[src/rtl/ists_pkg.sv]
`timescale 1ns / 1ps
// Shared types and constants for the integer stack with search.
// Used by the control unit, the storage cells and the top level.
package ists_pkg;

  localparam int DATA_W    = 32;
  localparam int MODE_W    = 3;
  localparam int CAP_W     = 7;
  localparam int POS_W     = 6;
  localparam int COUNT_W   = 7;

  // Capacity register value after reset.
  localparam logic [CAP_W-1:0] CAP_RESET = 7'd64;

  // Operation codes carried by an input item.
  typedef enum logic [MODE_W-1:0] {
    MODE_PUSH   = 3'd0,
    MODE_POP    = 3'd1,
    MODE_PEEK   = 3'd2,
    MODE_SEARCH = 3'd3,
    MODE_CLEAR  = 3'd4
  } mode_t;

  // Commands broadcast from the control unit to every cell.
  typedef struct packed {
    logic push;        // every cell takes the word of its upper neighbor
    logic pop;         // every cell takes the word of its lower neighbor
    logic load_match;  // every cell compares its word against the key
    logic shift_match; // match flags move one cell toward the top
  } cell_cmd_t;

endpackage

[src/rtl/ists_ctrl.sv]
`timescale 1ns / 1ps
// Control unit: entry count, capacity register, search scan and result register.
// Depends on ists_pkg; drives the command struct of the cell chain.
module ists_ctrl #(
  parameter int DEPTH = 64
) (
  input  logic                         clk,
  input  logic                         rst_n,
  input  logic                         in_valid,
  output logic                         in_ready,
  input  logic [ists_pkg::MODE_W-1:0]  in_mode,
  input  logic [ists_pkg::DATA_W-1:0]  top_data,
  input  logic                         head_match,
  output ists_pkg::cell_cmd_t          cmd,
  output logic                         out_valid,
  input  logic                         out_ready,
  output logic                         out_status,
  output logic [ists_pkg::DATA_W-1:0]  out_data_out,
  output logic [ists_pkg::POS_W-1:0]   out_found_position,
  output logic [ists_pkg::COUNT_W-1:0] out_entry_count,
  output logic                         out_is_empty,
  output logic                         out_is_full,
  input  logic                         cfg_valid,
  output logic                         cfg_ready,
  input  logic [ists_pkg::CAP_W-1:0]   cfg_capacity
);
  import ists_pkg::*;

  localparam int CNT_W = $clog2(DEPTH + 1);
  localparam int W     = (CNT_W > COUNT_W) ? CNT_W : COUNT_W;

  typedef enum logic {
    ST_IDLE,
    ST_SCAN
  } state_t;

  state_t              state_r, state_nxt;
  logic [CNT_W-1:0]    count_r, count_nxt;
  logic [CNT_W-1:0]    idx_r, idx_nxt;
  logic [CAP_W-1:0]    cap_r, cap_nxt;
  logic                out_valid_r, out_valid_nxt;
  logic                status_r, status_nxt;
  logic [DATA_W-1:0]   data_r, data_nxt;
  logic [POS_W-1:0]    pos_r, pos_nxt;
  logic [COUNT_W-1:0]  ecount_r, ecount_nxt;
  logic                empty_r, empty_nxt;
  logic                full_r, full_nxt;

  logic                slot_free;
  logic                emit;
  logic                res_status;
  logic [DATA_W-1:0]   res_data;
  logic [W-1:0]        res_pos;
  logic [W-1:0]        cap_ext;
  logic [W-1:0]        cap_eff;
  logic [W-1:0]        cnt_ext_nxt;

  // Capacity above the storage depth saturates to the depth.
  assign cap_ext = W'(cap_r);
  assign cap_eff = (cap_ext > W'(DEPTH)) ? W'(DEPTH) : cap_ext;

  assign slot_free = !out_valid_r || out_ready;
  assign in_ready  = (state_r == ST_IDLE) && slot_free;
  assign cfg_ready = 1'b1;

  // Operation decode, search scan and result formation.
  always_comb begin
    state_nxt     = state_r;
    count_nxt     = count_r;
    idx_nxt       = idx_r;
    cap_nxt       = cap_r;
    cmd           = '0;
    emit          = 1'b0;
    res_status    = 1'b1;
    res_data      = '0;
    res_pos       = '0;
    out_valid_nxt = out_valid_r && !out_ready;

    if (cfg_valid) begin
      cap_nxt = cfg_capacity;
    end

    case (state_r)
      ST_IDLE: begin
        if (in_valid && slot_free) begin
          emit = 1'b1;
          case (in_mode)
            MODE_PUSH: begin
              if (W'(count_r) < cap_eff) begin
                cmd.push   = 1'b1;
                count_nxt  = count_r + CNT_W'(1);
                res_status = 1'b0;
              end
            end
            MODE_POP: begin
              if (count_r != '0) begin
                cmd.pop    = 1'b1;
                count_nxt  = count_r - CNT_W'(1);
                res_data   = top_data;
                res_status = 1'b0;
              end
            end
            MODE_PEEK: begin
              if (count_r != '0) begin
                res_data   = top_data;
                res_status = 1'b0;
              end
            end
            MODE_SEARCH: begin
              emit           = 1'b0;
              cmd.load_match = 1'b1;
              idx_nxt        = '0;
              state_nxt      = ST_SCAN;
            end
            MODE_CLEAR: begin
              count_nxt  = '0;
              res_status = 1'b0;
            end
            default: begin
            end
          endcase
        end
      end
      ST_SCAN: begin
        // Cell idx_r's match flag sits at the head of the chain this cycle.
        if (slot_free) begin
          if (idx_r == count_r) begin
            emit      = 1'b1;
            state_nxt = ST_IDLE;
          end else if (head_match) begin
            emit       = 1'b1;
            res_status = 1'b0;
            res_pos    = W'(count_r) - W'(idx_r) - W'(1);
            state_nxt  = ST_IDLE;
          end else begin
            cmd.shift_match = 1'b1;
            idx_nxt         = idx_r + CNT_W'(1);
          end
        end
      end
      default: begin
        state_nxt = ST_IDLE;
      end
    endcase

    // Result register load; flags are taken after the operation.
    cnt_ext_nxt = W'(count_nxt);
    status_nxt  = status_r;
    data_nxt    = data_r;
    pos_nxt     = pos_r;
    ecount_nxt  = ecount_r;
    empty_nxt   = empty_r;
    full_nxt    = full_r;
    if (emit) begin
      out_valid_nxt = 1'b1;
      status_nxt    = res_status;
      data_nxt      = res_data;
      pos_nxt       = res_pos[POS_W-1:0];
      ecount_nxt    = cnt_ext_nxt[COUNT_W-1:0];
      empty_nxt     = (count_nxt == '0);
      full_nxt      = (cnt_ext_nxt >= cap_eff);
    end
  end

  // State, counters, capacity and the registered result.
  always_ff @(posedge clk) begin
    if (!rst_n) begin
      state_r     <= ST_IDLE;
      count_r     <= '0;
      idx_r       <= '0;
      cap_r       <= CAP_RESET;
      out_valid_r <= 1'b0;
    end else begin
      state_r     <= state_nxt;
      count_r     <= count_nxt;
      idx_r       <= idx_nxt;
      cap_r       <= cap_nxt;
      out_valid_r <= out_valid_nxt;
    end
    status_r <= status_nxt;
    data_r   <= data_nxt;
    pos_r    <= pos_nxt;
    ecount_r <= ecount_nxt;
    empty_r  <= empty_nxt;
    full_r   <= full_nxt;
  end

  assign out_valid          = out_valid_r;
  assign out_status         = status_r;
  assign out_data_out       = data_r;
  assign out_found_position = pos_r;
  assign out_entry_count    = ecount_r;
  assign out_is_empty       = empty_r;
  assign out_is_full        = full_r;

endmodule

[config.mk]
export PLATFORM = sky130hd
export DESIGN_NAME = ists_ctrl
export DESIGN_NICKNAME = d
export VERILOG_FILES = /design/src/rtl/ists_pkg.sv /design/src/rtl/ists_ctrl.sv
export SDC_FILE = /design/constraint.sdc
export NUM_CORES = 1
export LEC_CHECK = 0
export BUFFER_PORTS_ARGS = -buffer_cell sky130_fd_sc_hd__buf_2
export CAP_MARGIN = 20
export CORE_ASPECT_RATIO = 1.25
export CORE_MARGIN = 4
export CORE_UTILIZATION = 35
export DETAILED_ROUTE_END_ITERATION = 8
export GPL_ROUTABILITY_DRIVEN = 0
export PLACE_DENSITY_LB_ADDON = 0.15
export SLEW_MARGIN = 15
export SYNTH_ARGS = -nofsm -noshare
export SYNTH_HDL_FRONTEND = slang
export SYNTH_SLANG_ARGS = --single-unit
export TNS_END_PERCENT = 50
[constraint.sdc]
create_clock -name clk -period 4.15 [get_ports clk]
set_input_delay 0.83 -clock clk [delete_from_list [all_inputs] [get_ports clk]]
set_output_delay 0.83 -clock clk [all_outputs]
set_load 0.02 [all_outputs]
==> After elaboration in Yosys (flattened, before gate mapping) <==
Index checks and enable logic that the tools add are counted.
{ "word_totals": {"inputBits": 48, "wordCells": 88, "out_inout_bits": 55, "regBits": 71} }
{ "classes": {"mux": 40, "reduce_logical": 13, "magnitude_cmp": 3, "addsub": 5, "n_eq_ne": 10, "bitwise_logic": 6} }
{ "op_table": {"columns": ["operator", "count"], "rows": [
  ["$mux 7", 10],
  ["$mux 1", 22],
  ["$pmux 7 s3", 1],
  ["$add 7x1->7 const B", 2],
  ["$pmux 7 s2", 1],
  ["$reduce_or 4->1", 2],
  ["$eq 7x7->1", 1],
  ["$ge 7x7->1", 1],
  ["$gt 7x7->1 const B", 1],
  ["$logic_not 7->1", 1],
  ["$lt 7x7->1", 1],
  ["$reduce_bool 7->1", 1],
  ["$sub 7x1->7 const B", 1],
  ["$eq 3x2->1 const B", 2],
  ["$mux 3", 2],
  ["$ne 2x1->1 const B", 3],
  ["$not 1->1", 6],
  ["$pmux 1 s2", 3],
  ["$sub 6x1->6 const B", 1],
  ["$sub 6x6->6", 1],
  ["$reduce_and 5->1", 1],
  ["$ne 2x2->1 const B", 2],
  ["$eq 3x1->1 const B", 1],
  ["$eq 3x3->1 const B", 1],
  ["other kinds (6)", 9]
]} }

==> Logic depth before layout (Yosys ltp) <==
{ "logic_depth": {"depth_word": 8, "mapped_depth": 17, "ltp_nobuf": 17} }

==> Worst setup path after synthesis <==
OpenSTA, ideal clock, no wires.
{ "synth_timing": {"path_type": "register to register", "startpoint": "register idx_r[3]", "endpoint": "register data_r[0], in the netlist out_data_out[0], enable pin", "synth_period_minus_slack_ps": 4198, "stages_incl_launch_ff": 7, "setup_time_ps": 471, "t_required_ps": 3679, "path_buffers": 0, "path_slack_ps": -48, "arrival_ps": 3727, "path_cell_list": "dfxtp_1 > inv_1 > ha_1 > nand3_1 > nor4_1 > o21ai_0 > a21oi_1"} }
{ "synth_via": {"elab_chain_cells": 4} }
{ "synth_lines": {"columns": ["item", "line", "text"], "rows": [
  ["from (decl)", "ists_ctrl.sv:39", "logic [CNT_W-1:0] idx_r, idx_nxt;"],
  ["from (signal assigned)", "ists_ctrl.sv:176", "idx_r <= idx_nxt;"],
  ["$eq 7x7->1", "ists_ctrl.sv:127", "if (idx_r == count_r) begin"],
  ["$mux 1", "ists_ctrl.sv:127", null],
  ["$mux 1", "ists_ctrl.sv:126", "if (slot_free) begin"],
  ["$pmux 1 s2", "ists_ctrl.sv:83", "case (state_r)"],
  ["named net emit", "ists_ctrl.sv:50", "logic emit;"],
  ["to (signal assigned)", "ists_ctrl.sv:181", "data_r <= data_nxt;"],
  ["to (decl)", "ists_ctrl.sv:43", "logic [DATA_W-1:0] data_r, data_nxt;"]
]} }
The timed path passes the listed nets, and every way through them passes these cells.
A chain may end at the register's enable or synchronous reset.

==> Final worst setup path <==
{ "layout_timing": {"startpoint": "register count_r[0]", "endpoint": "register full_r, in the netlist out_is_full (data pin)"} }
{ "layout_via": {"elab_chain_cells": 6, "word_cells_on_any_way": 10, "classes_between": "2 x add/sub; 2 x order compare; 5 x mux; 1 x reduce/logical"} }
{ "layout_lines": {"columns": ["item", "line", "text"], "rows": [
  ["from (decl)", "ists_ctrl.sv:38", "logic [CNT_W-1:0] count_r, count_nxt;"],
  ["from (signal assigned)", "ists_ctrl.sv:175", "count_r <= count_nxt;"],
  ["$sub 7x1->7, or another cell as far along", "ists_ctrl.sv:98", "count_nxt = count_r - CNT_W'(1);"],
  ["$mux 7 (on tied branches)", "ists_ctrl.sv:96, ists_ctrl.sv:89", null],
  ["$pmux 7 s3", "ists_ctrl.sv:87", "case (in_mode)"],
  ["$mux 7", "ists_ctrl.sv:85", "if (in_valid && slot_free) begin"],
  ["$mux 7 *", "ists_ctrl.sv:83", null],
  ["named net cnt_ext_nxt[0]", "ists_ctrl.sv:56", "logic [W-1:0] cnt_ext_nxt;"],
  ["$ge 7x7->1 *", "ists_ctrl.sv:161", "full_nxt = (cnt_ext_nxt >= cap_eff);"],
  ["to (signal assigned)", "ists_ctrl.sv:185", "full_r <= full_nxt;"],
  ["to (decl)", "ists_ctrl.sv:47", "logic full_r, full_nxt;"]
]} }
Mark *: on every way through the listed nets, which the timed path passes. The rest lies on a longest branch.

==> run summary <==
hold path cells -> 2
Post-DP Area -> 4350 µm²
switch share -> 23.1%
post-CTS setup buffers -> 0
slowest cell delay on critical path -> 470 ps
via count -> 2854
core area -> 10200 µm²
DRT Pass-1 Iters -> 4
syn avg cell area -> 11.0 µm²
count of final hold-check violations -> 0
Die Width -> 99.6 µm
clock share of power -> 46.3%
FF-to-FF Start -> count_r[0]$_SDFF_PN0_
clock buffer depth -> 2
# clock sinks -> 71
Power Dens Cells -> 389 nW/µm²
FF-to-FF End -> out_is_full$_DFFE_PP_
full die area -> 12200 µm²
Final min period -> 3520 ps
Critical Setup Path Class -> reg -> reg
vias per cell -> 4.95
R2R depth -> 16
WL final -> 8550 µm
top_reg_cell synth -> edfxtp_1
r2r setup slk -> 630 ps
Critical Path End Type -> flip-flop
Routed Antenna Nets -> 0
CTS Buf Count -> 9
Seq/Total Area, Yosys -> 51.8%
slew at the pin with the worst max-slew slack -> 663 ps
worst skew pair latency -> 340 ps
Vert. Die Dim -> 123 µm
initial core utilization -> 36.1%
Worst EP required -> 4240 ps
initial antenna violation count -> 0
Comb pwr share -> 9.6%
slew margin rel. -> 55.4%
end of the worst hold path -> idx_r[6]$_SDFFE_PN0P_
Synth top area share -> 39.3%
Root Driver -> clkbuf_16
startpoint types -> flip-flop
Netlist cell types -> 60
share of cells above drive strength 1 -> 31.1%
most common cell in the synthesized netlist -> edfxtp_1
syn_nets -> 405
number of diodes -> 0
worst hold slack -> 509 ps
Sw Pwr -> 421 µW
post-cts resize count -> 0
crit-path max FO -> 6
CTS Hold Bufs -> 0
Iter 0 DRT Violations -> 196
Max Slew Vio Count -> 0
Arr. time, crit path -> 3610 ps
final setup TNS -> 0 ps
CTS HTree Levels -> 3
min-delay src -> idx_r[6]$_SDFFE_PN0P_
io pins -> 103
Site Rows -> 41
DP HPWL -> 6360 µm
area leader, netlist -> edfxtp_1
Synth top cells by count -> edfxtp_1 (48), and2_1 (39), nor2_1 (27)
Synth async-reset ratio -> 0%
crit share post-route -> 84.8%
first-pass GRT wire length -> 13500 µm
RSZ-0062 raised after global routing -> no
Worst VDD drop -> 0.186 mV
DRC errors left -> 0
status -> complete, no violations
total congestion overflow -> 0
synth warn -> 0
final worst slack -> 630 ps
Area Growth Syn to Fin -> 27.5%
port buffer count -> 101
Synth Register Bits -> 71
post-synthesis cell area -> 3670 µm²
EDFF count, synth -> 48
Reg power frac -> 44.1%
clk slew on worst S/H paths -> 60 ps
CP max stage cell -> nor4b_1
cell area after layout -> 4680 µm²
internal power -> 1400 µW
Post-Route Skew -> 3.93 ps
WL per Instance -> 14.8 µm
CTS tree -> done
Tot GR Track Use -> 14.2%
Max Clk Rate -> 284 MHz
Leakage -> 0.00204 µW
pin count of the biggest net entering global routing -> 50
Layout Nets -> 513
Gate Count Post-Synth -> 334
vias in the first global route -> 2847
final setup vio count -> 0
Min-Delay Path Class -> reg -> reg
dominant cells by area after synthesis -> edfxtp_1 (39%), dfxtp_1 (13%), ha_1 (7.5%), and2_1 (6.6%), nor2_1 (2.8%)
dpl ws -> 429 ps
Max Cap Violations -> 0
crit-path cells -> inv_1 > ha_1 > nor4b_1 > nand2_1 > nand2b_1 > o21ai_0 > o32a_4 > inv_1 > ha_1 > nand2b_1 > a21o_1 > a21o_1 > a21oi_1 > nor2b_1 > o21ai_0 > a21oi_1
==> power by group through the flow <==
stage	clock network, µW	logic (µW)	registers [µW]
floorplan	0	66.1	859
global placement	0	178	818
detailed placement	0	178	819
CTS	865	179	804
global route	897	192	807
finish	843	175	803
==> kinds of logic after synthesis <==
group | count (synthesis) | share of synthesized area, %
buf+inv | 22 | 2.42
fa+ha+maj | 23 | 8.04
xor+xnor | 12 | 2.86
flops | 71 | 51.8
mux | 7 | 1.91
compound gates | 61 | 12.4
other cells | 1 | 0.102
simple gates | 137 | 20.4
==> per-stage QoR <==
step           instances  power [µW]  util, %
4_1_cts              576        1850     46.1
3_5_place_dp         560         997     42.8
3_3_place_gp         560         996     42.8
6_report             576        1820     46.1
2_1_floorplan        334         925        -
5_1_grt              576        1900     46.1
==> registers in the layout (all words and copies together), names as in the netlist, 6 cells and up <==
name and count:
out_found_position 6, idx_r 7, count_r 7, out_entry_count 7
out_data_out 32, cap_ext 7
==> metal layers <==
metal / track usage [%] / up-vias / wire length (µm)
met5: 0 / - / 0
met4: 7.00 / 0 / 162
met3: 4.09 / 16 / 657
met2: 22.6 / 106 / 3860
met1: 17.5 / 1305 / 3870
li1: - / 1427 / -
==> layout by cell type, fill, tap and decap left out, types with 5 or more instances in the layout <==
| cell | count |
|---|---|
| buf_2 | 101 |
| edfxtp_1 | 48 |
| and2_1 | 39 |
| nor2_1 | 27 |
| dfxtp_1 | 23 |
| nand2_1 | 22 |
| ha_1 | 22 |
| a21oi_1 | 13 |
| inv_1 | 12 |
| o21ai_0 | 12 |
| nor2b_1 | 11 |
| clkbuf_16 | 9 |
| a21o_1 | 8 |
| xnor2_1 | 8 |
| mux2i_1 | 7 |
| nor3_1 | 6 |
| buf_4 | 6 |
| nand3_1 | 5 |
==> layout make-up <==
| type | instances | area (µm²) |
|---|---|---|
| Clock buffer | 10 | 239 |
| Tap cell | 129 | 161 |
| Sequential cell | 71 | 1900 |
| Clock inverter | 6 | 92.6 |
| Timing Repair Buffer | 107 | 551 |
| Inverter | 12 | 45.0 |
| Multi-Input combinational cell | 241 | 1690 |
| Fill cell | 949 | 5480 |
==> worst max-delay path: cells and delay by family (launching register included) <==
family	cells	cell delay, ps
AOI/OAI and AO/OA	7	1090
and+or+nand+nor	5	1150
buffers and inverters	2	240
DFF	1	400
adders and majority gates	2	390
==> worst max path at each step <==
stage	start	end	slack (ps)	cells past startpoint
detailed placement	in_mode[2]	out_is_full$_DFFE_PP_	430	14
floorplan	in_mode[2]	out_is_full$_DFFE_PP_	770	14
global route	count_r[0]$_SDFF_PN0_	out_is_full$_DFFE_PP_	320	16
global placement	in_mode[2]	out_is_full$_DFFE_PP_	550	14
CTS	cap_ext[6]$_SDFFE_PN1P_	out_is_full$_DFFE_PP_	630	17
finish	count_r[0]$_SDFF_PN0_	out_is_full$_DFFE_PP_	630	16
Note: power is estimated with default switching activity, not from simulation.
