==> config.mk <==
export PLATFORM = sky130hd
export DESIGN_NAME = ists_cell
export DESIGN_NICKNAME = d
export VERILOG_FILES = /design/src/rtl/ists_pkg.sv /design/src/rtl/ists_cell.sv
export SDC_FILE = /design/constraint.sdc
export NUM_CORES = 1
export LEC_CHECK = 0
export BUFFER_PORTS_ARGS = -buffer_cell sky130_fd_sc_hd__buf_2
export CELL_PAD_IN_SITES_DETAIL_PLACEMENT = 0
export CELL_PAD_IN_SITES_GLOBAL_PLACEMENT = 2
export CORE_MARGIN = 2
export CORE_UTILIZATION = 25
export DETAILED_ROUTE_END_ITERATION = 12
export GPL_TIMING_DRIVEN = 0
export PLACE_DENSITY_LB_ADDON = 0.1
export SKIP_LAST_GASP = 1
export SLEW_MARGIN = 40
export SYNTH_ARGS = -nofsm -noshare
export SYNTH_HDL_FRONTEND = slang
export SYNTH_SLANG_ARGS = --single-unit
export TNS_END_PERCENT = 50
==> constraint.sdc <==
create_clock -name clk -period 2.45 [get_ports clk]
set_input_delay 0.1225 -clock clk [delete_from_list [all_inputs] [get_ports clk]]
set_output_delay 0.1225 -clock clk [all_outputs]
set_load 0.02 [all_outputs]
==> src/rtl/ists_pkg.sv <==
`timescale 1ns / 1ps
// Shared types and constants for the integer stack with search.
// Used by the control unit, the storage cells and the top level.
package ists_pkg;

  localparam int DATA_W    = 32;
  localparam int MODE_W    = 3;
  localparam int CAP_W     = 7;
  localparam int POS_W     = 6;
  localparam int COUNT_W   = 7;

  // Capacity register value after reset.
  localparam logic [CAP_W-1:0] CAP_RESET = 7'd64;

  // Operation codes carried by an input item.
  typedef enum logic [MODE_W-1:0] {
    MODE_PUSH   = 3'd0,
    MODE_POP    = 3'd1,
    MODE_PEEK   = 3'd2,
    MODE_SEARCH = 3'd3,
    MODE_CLEAR  = 3'd4
  } mode_t;

  // Commands broadcast from the control unit to every cell.
  typedef struct packed {
    logic push;        // every cell takes the word of its upper neighbor
    logic pop;         // every cell takes the word of its lower neighbor
    logic load_match;  // every cell compares its word against the key
    logic shift_match; // match flags move one cell toward the top
  } cell_cmd_t;

endpackage

==> src/rtl/ists_cell.sv <==
`timescale 1ns / 1ps
// One storage cell of the stack chain: a data word and a match flag.
// Depends on ists_pkg for the data width and the command struct.
module ists_cell (
  input  logic                        clk,
  input  ists_pkg::cell_cmd_t         cmd,
  input  logic [ists_pkg::DATA_W-1:0] key,
  input  logic [ists_pkg::DATA_W-1:0] up_data,
  input  logic [ists_pkg::DATA_W-1:0] dn_data,
  input  logic                        dn_match,
  output logic [ists_pkg::DATA_W-1:0] data,
  output logic                        match
);
  import ists_pkg::*;

  logic [DATA_W-1:0] data_r;
  logic              match_r;

  // Word moves down on a push and up on a pop; the flag records a key hit.
  always_ff @(posedge clk) begin
    if (cmd.push) begin
      data_r <= up_data;
    end else if (cmd.pop) begin
      data_r <= dn_data;
    end
    if (cmd.load_match) begin
      match_r <= (data_r == key);
    end else if (cmd.shift_match) begin
      match_r <= dn_match;
    end
  end

  assign data  = data_r;
  assign match = match_r;

endmodule

Word-level counts from Yosys, hierarchy flattened
Cells that the tools add are included.
{"block": "totals", "ff_bits": 33, "in_bits": 102, "out_inout_bits": 33, "elab_cells": 9}
{"block": "classes", "eq_ne": 1, "n_mux": 4, "n_reduce_logical": 2}
{"operator": "32-bit two-way mux", "count": 2}
{"operator": "32-bit equality test", "count": 1}
{"operator": "2-bit nonzero test", "count": 2}
{"operator": "1-bit two-way mux", "count": 2}

Longest topological paths before layout
Gate-level depths: netlist of run 1.
{"block": "logic_depth", "ltp_word": 2, "depth_mapped": 5, "ltp_nobuf": 5}

Worst setup path after synthesis of run 1
No wires, ideal clock.
{"block": "synth_timing", "path_kind": "reg2reg", "startpoint": "reg data_r[1] (netlist: data[1])", "endpoint": "reg match_r (netlist: match) (data pin)", "setup_ns": 0.152, "arrival_ns": 1.231, "required_time_ns": 2.298, "path_slack_ns": 1.066, "path_stages_with_launch": 6, "n_path_buf": 0, "period_less_slack_ns": 1.384, "cell_sequence": "edfxtp_1 xnor2_1 nand4_1 nor4_1 nand4_1 o22ai_1"}
{"block": "synth_via", "elab_chain_len": 2}
{"element": "start: declaration", "line_no": "ists_cell.sv:16", "text": "logic [DATA_W-1:0] data_r;"}
{"element": "start signal: assignment", "line_no": "ists_cell.sv:22", "text": "data_r <= up_data;"}
{"element": "start signal: assignment", "line_no": "ists_cell.sv:24", "text": "data_r <= dn_data;"}
{"element": "32-bit equality test", "line_no": "ists_cell.sv:27", "text": "match_r <= (data_r == key);"}
{"element": "1-bit two-way mux", "line_no": "ists_cell.sv:26", "text": "if (cmd.load_match) begin"}
{"element": "end signal: assignment", "line_no": "ists_cell.sv:27"}
{"element": "end signal: assignment", "line_no": "ists_cell.sv:29", "text": "match_r <= dn_match;"}
{"element": "end: declaration", "line_no": "ists_cell.sv:17", "text": "logic match_r;"}
No other way between the ends.
A chain may end at the register's enable or synchronous reset.

Worst setup path in the final report of run 1
{"block": "layout_timing", "startpoint": "reg data_r[31] (netlist: data[31])", "endpoint": "reg match_r (netlist: match) (data pin)"}
The elaborated chain is that of the path after synthesis.

==> results of run 1 <==
[metrics by stage]
stage	hold slack (ns)	power [uW]
floorplan	0.323	952
global placement	0.415	1120
finish	0.129	1490
global route	0.124	1570
CTS	0.113	1510
detailed placement	0.406	1120
[per-layer routing]
layer  up-vias  track usage
met5         -            0
met4         0       0.0378
met3         4       0.0493
met2        72        0.205
met1       620        0.148
li1        712            -
[synthesized netlist by cell type (all sizes together)]
cell type	count	area, um2
nand3	1	5.00
buf	4	20.0
o22ai	1	6.26
xor2	15	131
xnor2	17	149
or2	2	12.5
nor3	1	5.00
mux2	32	360
nor4	4	25.0
edfxtp	33	991
nand4	5	31.3
inv	1	3.75
[power by group through the flow]
stage	clock network [uW]	logic (uW)	registers, uW
final	387	368	732
after global routing	427	401	741
after CTS	404	376	734
after detailed placement	0	374	746
after global placement	0	373	744
after floorplan	0	128	825
[registers in the layout (all words and copies together), names as in the netlist]
register and count:
data 32, match 1
[logic make-up after synthesis]
group | share of synthesized area
AOI/OAI and AO/OA | 0.00360
and+or+nand+nor | 0.0453
muxes | 0.207
xor gates and xnor gates | 0.161
DFF | 0.569
buffers and inverters | 0.0137
[how the worst max path moves through the flow]
stage	from	endpoint	depth (start not counted)
CTS	data[31]$_DFFE_PP_	match$_DFFE_PP_	5
floorplan	data[1]$_DFFE_PP_	match$_DFFE_PP_	5
finish	data[31]$_DFFE_PP_	match$_DFFE_PP_	5
detailed placement	cmd[3]	data[11]$_DFFE_PP_	3
global placement	cmd[3]	data[11]$_DFFE_PP_	3
global route	data[22]$_DFFE_PP_	match$_DFFE_PP_	5
[cell type report]
type / count / area (um2)
Inverter: 1 / 3.75
Tap cell: 80 / 100
Sequential cell: 33 / 991
Buffer: 4 / 20.0
Fill cell: 680 / 4170
Timing Repair Buffer: 133 / 666
Clock inverter: 1 / 3.75
Clock buffer: 6 / 72.6
Multi-Input combinational cell: 78 / 728
==> impl.org, run 1 <==
** Status
- The run finished with clean final reports.

** Critical path
- Data on the critical path arrives at its endpoint at 1.76 ns.
- Counting cells, the worst reg-to-reg path comes to 5.
- On the critical path the largest part of the delay comes from simple AND/OR/NAND/NOR gates.
- Setup CP Type :: reg2reg
- Traced cell by cell, the critical path runs through xnor2_1 -> nand4_1 -> nor4_1 -> nand4_1 -> o22ai_1.
- The number of buffers and inverters on the critical path is 0.
- The worst register-to-register path has a setup slack of 0.81 ns.
- Startpoint of the most critical register-to-register path :: data[31]$_DFFE_PP_
- Startpoint type of the worst setup path :: register
- The worst setup path is captured at a register.
- In this run the critical register-to-register path is captured at match$_DFFE_PP_.
- Maximum fanout along the worst path :: 2
- Worst-path cell with the longest stage delay :: nor4_1
- For the worst setup path, the data required time is 2.58 ns.
- Critical path's most frequent cell :: nand4_1
- Largest incremental delay on the critical path :: 0.48 ns

** Yosys
- Synthesized net count :: 218
- Cell count after synthesis :: 116
- Sequential cell area fraction in the yosys report :: 0.569
- Averaged over all synthesized cells, the footprint is 15.0 um2.
- In this run, distinct cell masters in the synthesized netlist total 12.
- Mapped cell area :: 1740 um2
- Total number of yosys warnings :: 0
- Number of register bits inferred by synthesis :: 33

** Clocking
- Maximum number of buffers from clock root to sink :: 2
- After clock tree synthesis, the clock-pin slew on the worst setup and hold paths is 0.07 ns.
- The H-tree generated during clock tree synthesis spans 2 levels.
- The number of clock buffers added by TritonCTS is 5.
- In this run the post-CTS setup repair buffer count came out at 0.
- Total number of clock tree sinks :: 33
- Skew-Pair Late Insertion Delay :: 0.28 ns
- CTS placed an instance of clkbuf_8 at the clock tree root.
- The number of gates resized after CTS was 0.
- Clock tree from TritonCTS :: yes
- Post-CTS Hold Buffers :: 0

** Global routing
- The number of global-route vias before repair is 1424.
- Largest net degree at the start of global routing :: 33
- In the global route stage, overall resource usage came out at 0.124.
- Summed over all layers, the global routing overflow is 0.
- Global-route wire length before repair :: 6.97 mm
- Initial antenna violation count :: 0

** Floorplan
- Starting density of the core :: 0.258
- Core box area :: 6760 um2
- 135 I/O pins were placed.
- Vert. Die Dim :: 87.4 um
- Total Die Area :: 7640 um2
- Total number of placement rows :: 30
- Horiz. Die Dim :: 87.4 um

** Power
- Of the total power, the share spent switching nets is 0.280.
- The worst-case IR drop observed on VDD is 0.236 mV.
- The analysis attributes to cell leakage a power of 0.00116 uW.
- The internal portion of the total power is 1070 uW.
- Net load switching power :: 417 uW
- Of the total power, registers draw 0.492.
- Total power density per cell area :: 575 nW/um2
- Comb pwr share :: 0.248
- Clock network fraction of design power :: 0.260

** Timing
- The smallest clock period supported by the final layout is computed as 1.64 ns.
- Setup-violating endpoint count in the final report :: 0
- Highest clock frequency the design can meet :: 611 MHz
- Final-report max-slew violation count :: 0
- The worst pin sits at a relative slew slack of 0.677.
- Setup ws final :: 0.813 ns
- Fraction of the cycle the final worst path needs :: 0.668
- At the pin with the least slew margin, the transition time is 0.480 ns.
- Across the routed clock network, the largest skew measured is 0.00598 ns.
- Final hold vios :: 0
- Final setup TNS :: 0 ns
- Setup repair after global routing left no endpoint under its margin.

** Place
- The congestion estimate from routability-driven global placement came to 0.670.
- Worst setup slack before clock tree synthesis :: 0.688 ns
- During placement, the flow inserted port buffers numbering 133.
- Post-detailed-placement cell area :: 2510 um2
- Detailed placement finished with a half-perimeter wire length of 3.70 mm.
- Counting tap cells, the placed design contains a total of 329 instances.

** Drt
- DRC violation count after routing :: 0
- Via/cell ratio :: 4.19
- The detailed router placed 1408 vias in this run.
- For this run, the detailed router's first-pass iteration total came to 4.
- Final antenna-violating net count :: 0
- In the detailed route, the total length drawn on met3 is 456 um.
- WL per Instance :: 13.9 um
- Routed met1 length :: 1.92 mm
- The routed design uses 2.26 mm of met2 wire.
- Wire length after detailed routing :: 4.68 mm
- Uppermost layer routed :: met4
- For this block, the initial DRC count from the detailed router was 14.

** Worst hold path
- Start point of the worst min-delay path :: cmd[0]
- The worst hold path belongs to the class in2reg.
- For hold timing, the worst endpoint is match$_DFFE_PP_.
- Worst hold stages :: 2

** Finish
- Layout Utilization :: 0.383
- In the layout the commonest cells are buf_2, edfxtp_1, mux2_2.
- Final non-filler cell total :: 336
- Number of nets at the end of the flow :: 358
- After routing the design area is 2580 um2.
- The repair_antennas step left the layout with diodes totalling 0.
- The library cell used most frequently in the layout, excluding fill and tap cells, is buf_2.
- Proportion of layout cells with a drive suffix above 1 :: 0.688
- Layout-stage area growth over the synthesis result :: 48.5%

** Job
- Number of violations of the max-capacitance limit :: 0
(Power assumes the default switching activity.)
==> run 2: changes to the inputs <==
CORE_UTILIZATION = 23   (was 25)
clock period = 1.6 ns   (was 2.45 ns; I/O delays follow)
==> run 2 against run 1 <==
  * Fmax rose by 3.9%
  * Critical endpoint unchanged
  * Sequential share of layout area fell by 0.57 points
  * Clock skew fell by 0.00085 ns
  * First-iteration DRC count rose to 2.8 times the previous value
  * Global-route usage fell by 0.26 points
  * Worst hold slack got worse by 0.044 ns
  * Wire length rose by 7.8%
  * Largest cell class unchanged
  * Critical path type unchanged
==> impl.org, run 2 (synthesis results as in run 1) <==
** Power
- Total power density per cell area :: 874 nW/um2 (+52%)
- The leakage power total came to 0.00117 uW (+1.1%).
- The cell-internal power was 1640 uW (+53%).
- Share of power burned in registers :: 0.490 (-0.002)
- Comb pwr share :: 0.249 (about the same)
- The worst supply voltage drop on vdd was 0.291 mV (+23%).
- The switching share of power is 0.285 (+0.00447).
- The clock network fraction of design power came to 0.260 (about the same).
- Net load switching power :: 653 uW (+57%)

** Global routing
- Number of global-route vias before repair :: 1506 (+5.8%)
- The met2 global-route usage was 0.197 (-0.00763).
- In this run the most used layer during global routing was met2.
- Total congestion overflow :: 0 (unchanged)
- The number of antenna violations at the first check in global routing came to 0 (unchanged).
- The global routing met1 resource utilization was 0.154 (+0.00635).
- Met3 Use GR :: 0.0349 (-0.0144)
- The first-pass GRT wire length was 7.60 mm (+9.1%).
- Largest net degree at the start of global routing :: 33 (unchanged)
- The total routing usage reported by global routing came to 0.121 (-0.00257).

** Timing
- Setup-violating endpoint count in the final report :: 0 (unchanged)
- The final count of pins violating max slew was 0 (unchanged).
- Worst rel slew slack :: 0.677 (about the same)
- The minimum clock period after layout came to 1.58 ns (-0.0619 ns).
- The maximum clock frequency came to 635 MHz (+3.9%).
- The setup clock skew after layout was 0.00513 ns (-0.000849 ns).
- The final number of hold-violating endpoints is 0 (unchanged).
- The transition time at the pin with the least slew margin was 0.485 ns (+0.00477 ns).
- Unrepaired setup endpoints after global routing :: yes
- Worst hold slack :: 0.0857 ns (-0.0436 ns)
- The ratio of final minimum period to clock period is 0.985 (+0.316).

** Floorplan
- The die width is 91.0 um (+4.1%).
- The placeable core region is 7290 um2 (+7.9%).
- The overall die area is 8280 um2 (+8.3%).
- Starting density of the core :: 0.239 (-0.0189)
- The standard-cell row count was 31 (+3.3%).
- Vert. Die Dim :: 91.0 um (+4.1%)
- The count of boundary I/O pins is 135 (unchanged).

** Finish
- The layout net count is 358 (unchanged).
- Leading cell types in the layout, fill and taps excluded :: buf_2, edfxtp_1, mux2_2
- The area growth from synthesis to layout is 50.8%.
- The share of final-layout standard cells stronger than drive strength 1 came to 0.691 (+0.00391).
- The library cell used most frequently in the layout, excluding fill and tap cells, is buf_2.
- The number of antenna diodes was 0 (unchanged).
- Layout Cell Area excl Fill :: 2620 um2 (+1.5%)
- Max reg flops :: 32 (unchanged)

** Clocking
- The H-tree depth came to 2 (unchanged).
- The clock-pin slew of the registers on the worst-case setup and hold paths came to 0.06 ns (about the same).
- The total clock sinks is 33 (unchanged).
- Post-CTS Hold Buffers :: 0 (unchanged)
- Skew-Pair Late Insertion Delay :: 0.28 ns (about the same)
- The root buffer cell chosen for the clock tree is clkbuf_8.
- The total setup buffers inserted after CTS is 0 (unchanged).
- The maximum buffer depth of the clock tree was 2 (unchanged).
- TritonCTS built the clock tree.
- CTS Buf Count :: 5 (unchanged)

** Place
- Port bufs :: 133 (unchanged)
- The routability congestion estimate is 0.719 (+7.3%).
- The placed instance area came to 2530 um2 (+0.95%).
- The sum of net half-perimeters after detailed placement was 3.96 mm (+7.0%).

** Drt
- Number of optimization iterations in the first detailed-route pass :: 4 (unchanged)
- The count of unresolved DRC violations after routing came to 0 (unchanged).
- The ratio of routed vias to standard cells is 4.01 (-4.4%).
- The total wirelength of the detailed-routed design was 5.04 mm (+7.8%).
- DRC marker count from the first detailed-route iteration :: 39 (+25)
- WL per Instance :: 14.2 um (+2.0%)
- Routed vias :: 1422 (+0.99%)
- Final antenna-violating net count :: 0 (unchanged)

** Status
- Result of the run :: completed

** Critical path
- The most critical setup path has its startpoint at data[0]$_DFFE_PP_.
- Kind of capture point of the worst setup path :: register
- The required time reported for the critical path endpoint is 1.73 ns (-0.85 ns).
- STA classifies the critical path startpoint as a register.
- The number of cell instances on the worst register-to-register path was 5 (unchanged).
- The maximum fanout encountered on the critical timing path is 2 (unchanged).
- Internal reg-to-reg setup slack :: 0.02 ns (-0.79 ns)
- The most critical setup path has its endpoint at match$_DFFE_PP_.
- Worst Path Arrival :: 1.71 ns (-0.05 ns)
- Startpoint of the most critical register-to-register path :: data[0]$_DFFE_PP_
- Destination of the worst register-to-register timing path :: match$_DFFE_PP_
- Setup CP Type :: reg2reg

** Worst hold path
- In this run the worst hold path is classified as in2reg.

** Job
- The count of max-cap constraint violations was 0 (unchanged).
## run 2: cell counts in the layout (fill, tap and decap cells not counted)
Identical to the previous run, type by type.
## run 2: area by class of cell
| cell class | count | area [um2] |
|---|---|---|
| buffer | 4 | 20.0 |
| sequential | 33 | 991 |
| tap | 99 | 124 |
| inverter | 1 | 3.75 |
| timing repair buffer | 133 | 666 |
| fill | 791 | 4670 |
| clock inverter | 1 | 3.75 |
| clock buffer | 6 | 72.6 |
| multi-input combinational | 78 | 743 |
## run 2: worst min-delay path by stage
stage | startpoint | to | slack (ns) | cells after the start
final | cmd[0] | match$_DFFE_PP_ | 0.09 | 2
after global routing | cmd[0] | match$_DFFE_PP_ | 0.08 | 2
after CTS | cmd[0] | match$_DFFE_PP_ | 0.07 | 2
after detailed placement | cmd[0] | match$_DFFE_PP_ | 0.37 | 2
after global placement | cmd[0] | match$_DFFE_PP_ | 0.36 | 2
after floorplan | cmd[0] | match$_DFFE_PP_ | 0.28 | 1
## run 2: per-stage QoR
step / setup slack (ns) / util / setup TNS (ns) / std cells / total power [uW]
2_1_floorplan: 0.216 / - / 0 / 116 / 1460
3_3_place_gp: -0.135 / 0.347 / -4.35 / 348 / 1720
3_5_place_dp: -0.150 / 0.347 / -4.88 / 348 / 1720
4_1_cts: -0.00632 / 0.358 / -0.00632 / 355 / 2330
5_1_grt: -0.0960 / 0.360 / -0.0960 / 355 / 2430
6_report: 0.0247 / 0.360 / 0 / 355 / 2290
## run 2: power groups by stage
stage	registers, uW	logic, uW	clock network [uW]
2_1_floorplan	1260	195	0
3_3_place_gp	1140	574	0
3_5_place_dp	1150	575	0
4_1_cts	1130	579	624
5_1_grt	1140	622	673
6_report	1120	572	597
## run 2: critical path: stages (launching register included)
cell      delay (ns)
edfxtp_1        0.40
xnor2_1         0.19
nand4_1         0.20
nor4_4          0.37
nand4_1         0.13
o22ai_1         0.12
## run 2: repair_timing
item                                    CTS  global route
endpoints found under the setup margin    1             1
hold endpoints to repair                  0             0
gates resized for setup                   1             1
cloned                                    0             0
pin swaps                                 5             1
## run 2: routing by layer
layer  up-vias  part of all wire
met5         -                 0
met4         0             0.014
met3         6             0.071
met2        70              0.48
met1       635              0.43
li1        711                 -
==> run 3: changes to the inputs <==
clock period = 1.7 ns   (was 1.6 ns; I/O delays follow)
==> run 3 against run 2 <==
  * Flip-flop and latch count unchanged
  * Clock skew about the same
  * Setup slack better by 0.076 ns
  * Combinational power down 5.6%
  * Die area unchanged
  * Via count up 0.14%
  * Worst hold slack better by 0.0048 ns
  * Sequential share of layout area down 0.11 points
  * Final cell count unchanged
  * Wire length up 0.18%
  * Clock-buffer cell count unchanged
  * Core utilization up 0.10 points
  * Largest cell class unchanged
==> impl.org, run 3 (synthesis results as in run 1) <==
** Status
- The flow ran to the end, and the final reports show no timing, DRC or antenna violations.

** Clocking
- Post-CTS Hold Buffers :: 0 (unchanged)
- Total number of clock tree sinks :: 33 (unchanged)
- The clock latency at the later pin of the worst-skew pair came to 0.28 ns (about the same).
- Clock Root Buffer :: clkbuf_8
- Maximum level of the CTS H-tree :: 2 (unchanged)
- Clock transition at the register clock pins on the worst setup and hold paths after CTS :: 0.06 ns (about the same)
- The maximum buffer depth of the clock tree is 2 (unchanged).
- CTS Buf Count :: 5 (unchanged)
- Clock tree from TritonCTS :: yes

** Timing
- The transition time at the pin with the least slew margin was 0.485 ns (-0.0000553 ns).
- The worst hold slack across all endpoints is 0.0905 ns (+0.00480 ns).
- Final Skew :: 0.00493 ns (-0.000200 ns)
- Final-report max-slew violation count :: 0 (unchanged)
- Setup-violating endpoint count in the final report :: 0 (unchanged)
- The ratio of final minimum period to clock period was 0.941 (-0.0440).
- Worst rel slew slack :: 0.677 (about the same)
- Setup repair after global routing left no endpoint under its margin.
- Final hold vios :: 0 (unchanged)
- The maximum clock frequency came to 625 MHz (-1.5%).
- The minimum clock period after layout is 1.60 ns (+0.0237 ns).

** Finish
- The number of antenna diodes is 0 (unchanged).
- The share of final-layout standard cells stronger than drive strength 1 is 0.695 (+0.00391).
- The final design utilization is 0.361 (+0.00103).
- Layout-stage area growth over the synthesis result :: 51.2%
- The library cell used most frequently in the layout, excluding fill and tap cells, is buf_2.
- Final non-filler cell total :: 355 (unchanged)
- Number of nets at the end of the flow :: 358 (unchanged)
- The fill cell instance count of the final layout was 791 (unchanged).
- Leaving out fill and tap cells, the most frequent cells in the layout are buf_2, edfxtp_1, mux2_2.
- Max reg flops :: 32 (unchanged)

** Floorplan
- Horiz. Die Dim :: 91.0 um (unchanged)
- Core box area :: 7290 um2 (unchanged)
- The overall die area is 8280 um2 (unchanged).
- Starting density of the core :: 0.239 (unchanged)
- Boundary Pins :: 135 (unchanged)
- The vertical die dimension is 91.0 um (unchanged).
- Total number of placement rows :: 31 (unchanged)

** Global routing
- Global-route wire length before repair :: 7.63 mm (+0.37%)
- The aggregate global routing overflow was 0 (unchanged).
- The pin count of the biggest net entering global routing was 33 (unchanged).
- The number of antenna violations at the first check in global routing was 0 (unchanged).
- Total routing resource utilization after global routing :: 0.122 (+0.000527)
- Number of global-route vias before repair :: 1508 (+0.13%)

** Drt
- The count of unresolved DRC violations after routing is 0 (unchanged).
- DRC marker count from the first detailed-route iteration :: 43 (+10%)
- WL per Instance :: 14.2 um (+0.18%)
- The number of nets still failing antenna checks after routing is 0 (unchanged).
- Wire length after detailed routing :: 5.05 mm (+0.18%)
- Number of optimization iterations in the first detailed-route pass :: 4 (unchanged)
- The ratio of routed vias to standard cells is 4.01 (+0.14%).
- The via count was 1424 (+0.14%).

** Power
- The total power density per cell area came to 821 nW/um2 (-6.0%).
- The total power came to 2160 uW (-5.7%).
- Static Leak :: 0.00117 uW (+0.48%)
- The worst supply voltage drop on vdd came to 0.274 mV (-5.9%).

** Place
- Port bufs :: 133 (unchanged)
- Dpl hpwl :: 3.96 mm (unchanged)
- The cell total after placement came to 348 (unchanged).
- The routability congestion estimate was 0.719 (unchanged).

** Critical path
- The required time reported for the critical path endpoint came to 1.83 ns (+0.10 ns).
- By startpoint and endpoint, the worst setup path is classified as reg2reg.
- Worst Path Arrival :: 1.73 ns (+0.02 ns)
- The worst setup path is launched from a register.
- Maximum fanout along the worst path :: 2 (unchanged)
- Kind of capture point of the worst setup path :: register

** Worst hold path
- Min-Delay Path Class :: in2reg

** Job
- The count of max-cap constraint violations was 0 (unchanged).
## run 3: final timing paths
path | from | end | slack, ns | cells past startpoint
worst max-delay path | data[0]$_DFFE_PP_ | match$_DFFE_PP_ | 0.10 | 5
worst min-delay path | cmd[0] | match$_DFFE_PP_ | 0.09 | 2
worst max register to register | data[0]$_DFFE_PP_ | match$_DFFE_PP_ | 0.10 | 5
worst min register to register | data[5]$_DFFE_PP_ | match$_DFFE_PP_ | 0.78 | 3
## run 3: routing by layer
| layer | routed length [um] | track usage | share of wire | up-vias |
|---|---|---|---|---|
| li1 | - | - | - | 711 |
| met1 | 2190 | 0.156 | 0.43 | 637 |
| met2 | 2440 | 0.197 | 0.48 | 70 |
| met3 | 357 | 0.0349 | 0.071 | 6 |
| met4 | 70 | 0.0417 | 0.014 | 0 |
| met5 | 0 | 0 | 0 | - |
## run 3: critical path, stage by stage, from the launching register on
cell and delay [ns]:
edfxtp_1 0.40, xnor2_1 0.17, nand4_1 0.20, nor4_4 0.38
nand4_1 0.15, o22ai_1 0.14
## run 3: layout make-up
| cell class | instances | area, um2 | share of cell area |
|---|---|---|---|
| Tap cell | 99 | 124 | 0.0471 |
| Sequential cell | 33 | 991 | 0.377 |
| Buffer | 4 | 20.0 | 0.00761 |
| Clock buffer | 6 | 72.6 | 0.0276 |
| Timing Repair Buffer | 133 | 666 | 0.253 |
| Multi-Input combinational cell | 78 | 751 | 0.285 |
| Clock inverter | 1 | 3.75 | 0.00143 |
| Inverter | 1 | 3.75 | 0.00143 |
## run 3: timing repair
action                                  in CTS  in global routing
buffers inserted                             0                  0
endpoints found under the setup margin       1                  1
pin swaps                                    0                  3
endpoints found under the hold margin        0                  0
gates resized for setup                      1                  2
## run 3: power by group
group	internal (uW)	switching, uW	leakage (uW)
Sequential	1000	55.3	0.000337
Combinational	266	274	0.000800
Clock	276	286	0.0000387
## run 3: per-stage QoR
step | cell area (um2) | setup WS (ns) | setup TNS, ns
after floorplan | 1740 | 0.316 | 0
after global placement | 2530 | -0.0398 | -1.21
after detailed placement | 2530 | -0.0553 | -1.74
after CTS | 2610 | 0.0462 | 0
after global routing | 2630 | 0.0225 | 0
final | 2630 | 0.101 | 0
